### src/sv/pcs_pkg.sv
// Shared types and constants for the palette colour swap block.
package pcs_pkg;

    localparam int COLOR_W = 32;
    localparam int SLOT_W  = 4;
    localparam int ACT_W   = 5;
    localparam int ADDR_W  = 3;
    localparam int DATA_W  = 32;

    // Item function codes
    localparam logic FUNC_LOAD  = 1'b0;
    localparam logic FUNC_PIXEL = 1'b1;

    // Register byte addresses
    localparam logic [ADDR_W-1:0] ADDR_ACTIVE_ENTRIES = 3'd0;

    // Word travelling down the cell chain. For a load, col_a/col_b carry the
    // old/new colours; for a pixel, col_a is the input and col_b the result.
    typedef struct packed {
        logic              vld;
        logic              func;
        logic [SLOT_W-1:0] idx;
        logic [COLOR_W-1:0] col_a;
        logic [COLOR_W-1:0] col_b;
        logic              hit;
        logic [SLOT_W-1:0] slot;
    } pcs_tok_t;

endpackage

### src/sv/palette_color_swap.sv
// Top level of the palette colour swap block: config port and cell chain.
// Palette colour swap. Every word (load or pixel) enters a chain of
// PALETTE_ENTRIES cells, one cell per palette slot, and moves one cell per
// cycle while the chain advances; a word is accepted every cycle the result
// side is not stalled, so throughput is one word per clock. A pixel result
// is registered in each cell in turn and is valid on the output from the
// last cell's register; a stalled result freezes the whole chain. Loads
// travel the chain too and write their slot on the way, so pixels and loads
// keep their order. Loads give no result. The active_entries register (byte
// address 0) is to be written only while the block is idle.
module palette_color_swap #(
    parameter int PALETTE_ENTRIES = 16
) (
    input  logic                          aclk,
    input  logic                          aresetn,
    // Config port
    input  logic                          psel,
    input  logic                          penable,
    input  logic                          pwrite,
    input  logic [pcs_pkg::ADDR_W-1:0]    paddr,
    input  logic [pcs_pkg::DATA_W-1:0]    pwdata,
    output logic [pcs_pkg::DATA_W-1:0]    prdata,
    output logic                          pready,
    // Input channel
    input  logic                          s_valid,
    output logic                          s_ready,
    input  logic                          s_func,
    input  logic [pcs_pkg::SLOT_W-1:0]    s_entry_index,
    input  logic [pcs_pkg::COLOR_W-1:0]   s_old_color,
    input  logic [pcs_pkg::COLOR_W-1:0]   s_new_color,
    input  logic [pcs_pkg::COLOR_W-1:0]   s_pixel_in,
    // Result channel
    output logic                          m_valid,
    input  logic                          m_ready,
    output logic [pcs_pkg::COLOR_W-1:0]   m_pixel_out,
    output logic                          m_matched,
    output logic [pcs_pkg::SLOT_W-1:0]    m_match_slot
);
    import pcs_pkg::*;

    logic [ACT_W-1:0] active_reg;
    logic             cfg_wr;
    logic             sel_active;
    logic             adv;
    pcs_tok_t         chain [0:PALETTE_ENTRIES];

    // Register write and read-back; byte lanes within a register ignored
    assign pready     = 1'b1;
    assign cfg_wr     = psel && penable && pwrite && pready;
    assign sel_active = (paddr[ADDR_W-1:2] == ADDR_ACTIVE_ENTRIES[ADDR_W-1:2]);

    always_ff @(posedge aclk) begin
        if (!aresetn) begin
            active_reg <= '0;
        end else if (cfg_wr && sel_active) begin
            active_reg <= pwdata[ACT_W-1:0];
        end
    end

    assign prdata = sel_active ? {{(DATA_W-ACT_W){1'b0}}, active_reg} : '0;

    // Chain advances unless a result waits untaken
    assign adv     = !m_valid || m_ready;
    assign s_ready = adv;

    // Entry word
    assign chain[0] = '{
        vld:   s_valid,
        func:  s_func,
        idx:   s_entry_index,
        col_a: (s_func == FUNC_LOAD) ? s_old_color : s_pixel_in,
        col_b: (s_func == FUNC_LOAD) ? s_new_color : s_pixel_in,
        hit:   1'b0,
        slot:  '0
    };

    // Cell row
    for (genvar k = 0; k < PALETTE_ENTRIES; k++) begin : g_cell
        pcs_cell #(
            .CELL_ID(k)
        ) u_cell (
            .aclk          (aclk),
            .aresetn       (aresetn),
            .adv           (adv),
            .active_entries(active_reg),
            .tok_i         (chain[k]),
            .tok_o         (chain[k+1])
        );
    end

    // Last cell's register is the output register; loads drop out here
    assign m_valid      = chain[PALETTE_ENTRIES].vld
                          && (chain[PALETTE_ENTRIES].func == FUNC_PIXEL);
    assign m_pixel_out  = chain[PALETTE_ENTRIES].col_b;
    assign m_matched    = chain[PALETTE_ENTRIES].hit;
    assign m_match_slot = chain[PALETTE_ENTRIES].slot;

`ifndef ASSERT_OFF
    // No hit means slot reads zero
    a_slot_zero: assert property (@(posedge aclk) disable iff (!aresetn)
        (m_valid && !m_matched) |-> (m_match_slot == '0))
        else $error("match_slot nonzero without a match");

    // A miss passes the input pixel through
    a_miss_pass: assert property (@(posedge aclk) disable iff (!aresetn)
        (m_valid && !m_matched) |-> (m_pixel_out == chain[PALETTE_ENTRIES].col_a))
        else $error("unmatched pixel altered");

    // A stalled result blocks new input
    a_stall_block: assert property (@(posedge aclk) disable iff (!aresetn)
        (m_valid && !m_ready) |-> !s_ready)
        else $error("input accepted while result stalled");

    // Register write lands
    a_cfg_write: assert property (@(posedge aclk) disable iff (!aresetn)
        (cfg_wr && sel_active) |=>
            (active_reg == $past(pwdata[ACT_W-1:0])))
        else $error("active_entries write lost");
`endif

endmodule

### src/sv/pcs_cell.sv
// One palette cell: holds a single colour pair and compares passing pixels.
module pcs_cell #(
    parameter int CELL_ID = 0
) (
    input  logic                     aclk,
    input  logic                     aresetn,
    input  logic                     adv,
    input  logic [pcs_pkg::ACT_W-1:0] active_entries,
    input  pcs_pkg::pcs_tok_t        tok_i,
    output pcs_pkg::pcs_tok_t        tok_o
);
    import pcs_pkg::*;

    // Only the first sixteen slots are reachable by a 4-bit index
    localparam bit ADDRESSABLE = (CELL_ID < (1 << SLOT_W));

    logic [COLOR_W-1:0] old_reg;
    logic [COLOR_W-1:0] new_reg;
    logic               written_reg;
    pcs_tok_t           tok_reg;
    pcs_tok_t           tok_next;
    logic               is_active;
    logic               load_here;

    assign is_active = ({27'd0, active_entries} > 32'(CELL_ID));
    assign load_here = ADDRESSABLE && tok_i.vld && (tok_i.func == FUNC_LOAD)
                       && (tok_i.idx == SLOT_W'(CELL_ID));

    // Compare and substitute on the first hit only
    always_comb begin
        tok_next = tok_i;
        if ((tok_i.func == FUNC_PIXEL) && !tok_i.hit && written_reg && is_active
            && (old_reg == tok_i.col_a)) begin
            tok_next.col_b = new_reg;
            tok_next.hit   = 1'b1;
            tok_next.slot  = SLOT_W'(CELL_ID);
        end
    end

    // Slot contents and hand-over register; only the valid bits are reset
    always_ff @(posedge aclk) begin
        if (!aresetn) begin
            written_reg <= 1'b0;
            tok_reg.vld <= 1'b0;
        end else if (adv) begin
            tok_reg <= tok_next;
            if (load_here) begin
                written_reg <= 1'b1;
                old_reg     <= tok_i.col_a;
                new_reg     <= tok_i.col_b;
            end
        end
    end

    assign tok_o = tok_reg;

endmodule

### config.mk
export PLATFORM = sky130hd
export DESIGN_NAME = palette_color_swap
export DESIGN_NICKNAME = d
export VERILOG_FILES = /design/src/sv/pcs_pkg.sv /design/src/sv/palette_color_swap.sv /design/src/sv/pcs_cell.sv
export SDC_FILE = /design/constraint.sdc
export NUM_CORES = 2
export LEC_CHECK = 0
export BUFFER_PORTS_ARGS = -buffer_cell sky130_fd_sc_hd__buf_2
export CAP_MARGIN = 20
export CORE_ASPECT_RATIO = 0.7
export CORE_MARGIN = 2
export CORE_UTILIZATION = 35
export CTS_CLUSTER_DIAMETER = 30
export DETAILED_ROUTE_END_ITERATION = 16
export GPL_ROUTABILITY_DRIVEN = 0
export PLACE_DENSITY = 0.55
export SYNTH_ARGS = -nofsm -noshare
export SYNTH_HDL_FRONTEND = slang
export SYNTH_SLANG_ARGS = --single-unit
### constraint.sdc
create_clock -name aclk -period 22.6 [get_ports aclk]
set_input_delay 1.13 -clock aclk [delete_from_list [all_inputs] [get_ports aclk]]
set_output_delay 1.13 -clock aclk [all_outputs]
set_load 0.02 [all_outputs]
==> key figures <==
Setup path
  • Reg2Reg Setup Slack: between 15 and 20 ns
  • Family with the most delay on the worst path: buffers and inverters
  • CP Buf/Inv Count: 9
  • CP Max Fanout: about 200
  • Stages on the worst setup path: 12
  • Critical register-to-register path startpoint: g_cell[15].u_cell.tok_o[73]
  • Crit-path most repeated cell: buf_4
  • Cell depth of the worst flop-to-flop path: 12
  • Worst EP arrival: slightly below 7 ns
  • Reg2Reg Capture Point: g_cell[0].u_cell.tok_o[18]
  • Worst stage delay on the critical path: around 0.96 ns
  • Crit path capture type: flop
  • Worst path cell trace: and2_1 > nor2b_2 > buf_4 > clkinv_1 > nand2_1 > buf_4 > clkinvlp_4 > buf_4 > buf_12 > buf_4 > buf_4 > buf_4
  • Crit. Startpoint: g_cell[15].u_cell.tok_o[73]
  • Critical Path RT: approximately 23 ns
  • Setup crit end: g_cell[0].u_cell.tok_o[18]
  • Worst-path cell with the longest stage delay: buf_4
  • CP startpoint kind: flop
  • Setup CP Type: reg2reg

Layout
  • Max reg flops: 1,149
  • Fin util: 41.60%
  • Ratio of cells with drive above 1 in the final layout: between 20% and 30%
  • NumNets Final: approximately 4.5k
  • Area Growth Syn to Fin: 17.75%

STA
  • Final TNS setup: 0 ns
  • RSZ-0062 raised after global routing: false
  • Worst slew margin: 22.73%
  • Hold Vio Cnt, Final: 0
  • # setup viols final: 0
  • Final Max Tran Viols: 0
  • Tmin final: about 6.4 ns
  • Clock Skew: 0.03856 ns
  • Period utilization: between 20% and 30%
  • Slew @ Worst Pin: around 1.2 ns
  • Max Freq: about 160 MHz
  • Worst hold margin: around 0.43 ns

Floorplan
  • Chip Width: 576.2 microns
  • Num rows: between 100 and 150
  • Core Region: about 230,000 sq um
  • Height of the chip: approximately 400 microns
  • # IOs: around 220
  • Die area: about 230,000 sq um
  • Starting density of the core: around a third

Pwr
  • Power Total: 9.482 mW
  • Power Density: 100.4 nW/um^2
  • Static Leak: 31.16 nW
  • Max VDD drop: 0.00005470 V

Clock tree
  • Clock transition at path regs: ~0.060 ns
  • Hold_buf cts: 0
  • CTS tree: done
  • CTS max path bufs: 4
  • Post-CTS sizing: 0
  • Root Driver: clkbuf_16
  • CTS Sinks: approximately 2.2k
  • Setup bufs post-CTS: 0
  • Skew-Pair Late Insertion Delay: ~0.81 ns
  • Max H-tree Level: 5
  • Num CTS Buffers: ~290

Global routing
  • Largest net degree at the start of global routing: 223
  • Antenna violations before repair: 5
  • Vias in the first global route: approximately 34k
  • First-pass GRT wire length: between 200,000 and 250,000 microns
  • Overall Global Routing Usage: a little over a tenth
  • Gr ovfl total: 0

Worst hold path
  • Worst Hold Class: reg2reg

Routing
  • Average wire per standard cell: roughly 17 microns
  • Via count: ~33k
  • Drt total wl: ~130,000 microns
  • DR iter-0 viols: roughly 2.2k
  • DR vias/cell: 4.313
  • Detail Route Antenna Nets: 0
  • Residual DRC: 0
  • DRT Pass-1 Iters: 5

Outcome
  • Status: complete, no violations

Logic synthesis
  • Seq cells post-synth: between 2k and 2.5k
  • Post-Syn Instances: between 3k and 4k
  • Distinct cells, synth: 52
  • Avg Cell Area, Syn: roughly 20 sq um
  • Mapped Area: between 80,000 and 90,000 sq um
  • Main synth FF type: edfxtp_1
  • Post-synthesis sequential area ratio: about four fifths
  • Synth warn: 0
  • Post-synth EDFFs: between 2k and 2.5k
  • Ys async rst share: 0%

Placed design
  • Post-DP HPWL: slightly above 80,000 microns
  • IO buf count: between 150 and 200

Run
  • Max-cap viol count: 0
## area by class of cell
type                       instances  area, sq um
clock buffer                     330         7576
tap                             3034         3796
inverter                          68        259.0
multi-input combinational       1575        13830
fill                           19730       132600
timing repair buffer             211         1239
antenna                            2        5.005
clock inverter                   194         2237
sequential                      2194        65510
## kinds of logic (layout without fill, tap and decap cells)
| logic type | count (synthesis) | count (layout) | synth area share [%] |
|---|---|---|---|
| compound gates | 84 | 84 | 0.6598 |
| buf+inv | 204 | 803 | 1.419 |
| flops | 2194 | 2194 | 81.67 |
| mux | 545 | 545 | 7.599 |
| simple gates | 407 | 407 | 3.060 |
| xor+xnor | 511 | 511 | 5.579 |
| other cells | 2 | 30 | 0.009362 |
## per-layer routing
layer	part of all wire (%)	wire, microns	track usage (%)	up-vias
li1	-	-	-	16030
met1	52	66000	16.98	15900
met2	41	52290	15.13	643
met3	4.6	5846	2.274	242
met4	2.2	2779	3.364	0
met5	0	0	0	-
## worst min-delay path by stage
| stage | startpoint | endpoint | slack, ns | cells past startpoint |
|---|---|---|---|---|
| after global placement | g_cell[0].u_cell.tok_o[70] | g_cell[1].u_cell.tok_o[70] | 0.43 | 0 |
| final | g_cell[2].u_cell.tok_o[36] | g_cell[3].u_cell.new_reg[31] | 0.43 | 0 |
| after floorplan | g_cell[10].u_cell.tok_o[71] | g_cell[11].u_cell.tok_o[71] | 0.42 | 0 |
| after detailed placement | g_cell[9].u_cell.tok_o[21] | g_cell[10].u_cell.new_reg[16] | 0.43 | 0 |
| after global routing | g_cell[2].u_cell.tok_o[36] | g_cell[3].u_cell.new_reg[31] | 0.43 | 0 |
| after CTS | g_cell[1].u_cell.tok_o[6] | g_cell[2].u_cell.new_reg[1] | 0.44 | 0 |
## stage by stage
stage | area, sq um | setup slack, ns | instances
4_1_cts | 94420 | 16.01 | 7605
3_5_place_dp | 84610 | 15.40 | 7081
2_1_floorplan | 80320 | 2.787 | 3973
6_report | 94450 | 16.16 | 7608
3_3_place_gp | 84610 | 15.54 | 7081
5_1_grt | 94450 | 15.61 | 7607
## synthesized netlist by cell type, types with 2 or more instances
master	n	area share (%)
nor3_1	21	0.13
buf_6	8	0.11
clkbuf_1	21	0.098
inv_1	67	0.31
nand2_1	80	0.37
nand3_1	29	0.18
o21ai_0	37	0.23
nor4_1	65	0.51
nor4_4	6	0.16
nor3b_1	2	0.019
or4_4	2	0.028
or4bb_1	2	0.028
o211ai_1	2	0.019
nor3_2	2	0.025
xnor2_1	336	3.7
nand4b_1	9	0.098
or2_2	37	0.29
a21boi_0	15	0.14
mux2_2	495	6.9
nor2b_1	23	0.18
mux2i_1	33	0.41
conb_1	2	0.0094
buf_2	34	0.21
nand4_1	82	0.64
xor2_1	175	1.9
dfxtp_1	37	0.92
edfxtp_1	2157	81
a21o_1	18	0.17
nand2b_1	7	0.055
and2_1	5	0.039
nor2_1	16	0.075
nor4b_1	8	0.087
mux2_1	17	0.24
a2111oi_0	2	0.022
nor4_2	4	0.062
a21oi_1	4	0.025
buf_4	72	0.67
## power by group
| group | internal, mW | switching [mW] | leakage [nW] |
|---|---|---|---|
| clock network | 2.81 | 1.74 | 4.71 |
| registers | 4.63 | 0.0920 | 20.6 |
| logic | 0.0902 | 0.116 | 5.86 |
| total | 7.53 | 1.95 | 31.2 |
## cell usage in the layout (no fill, tap or decap), types with 20 or more instances in the layout
| master | instances |
|---|---|
| nand3_1 | 29 |
| mux2_2 | 495 |
| dfxtp_1 | 37 |
| xnor2_1 | 336 |
| buf_2 | 156 |
| inv_6 | 36 |
| nand4_1 | 82 |
| clkbuf_1 | 31 |
| nand2_1 | 80 |
| edfxtp_1 | 2157 |
| nor4_1 | 61 |
| clkinv_4 | 29 |
| nor2b_1 | 22 |
| mux2i_1 | 33 |
| or2_2 | 37 |
| nor3_1 | 20 |
| clkinv_2 | 22 |
| inv_1 | 66 |
| clkinvlp_4 | 29 |
| clkinv_1 | 26 |
| xor2_1 | 175 |
| bufinv_16 | 31 |
| conb_1 | 28 |
| buf_4 | 52 |
| clkbuf_16 | 297 |
| o21ai_0 | 37 |
Note: power is estimated with default switching activity, not from simulation.
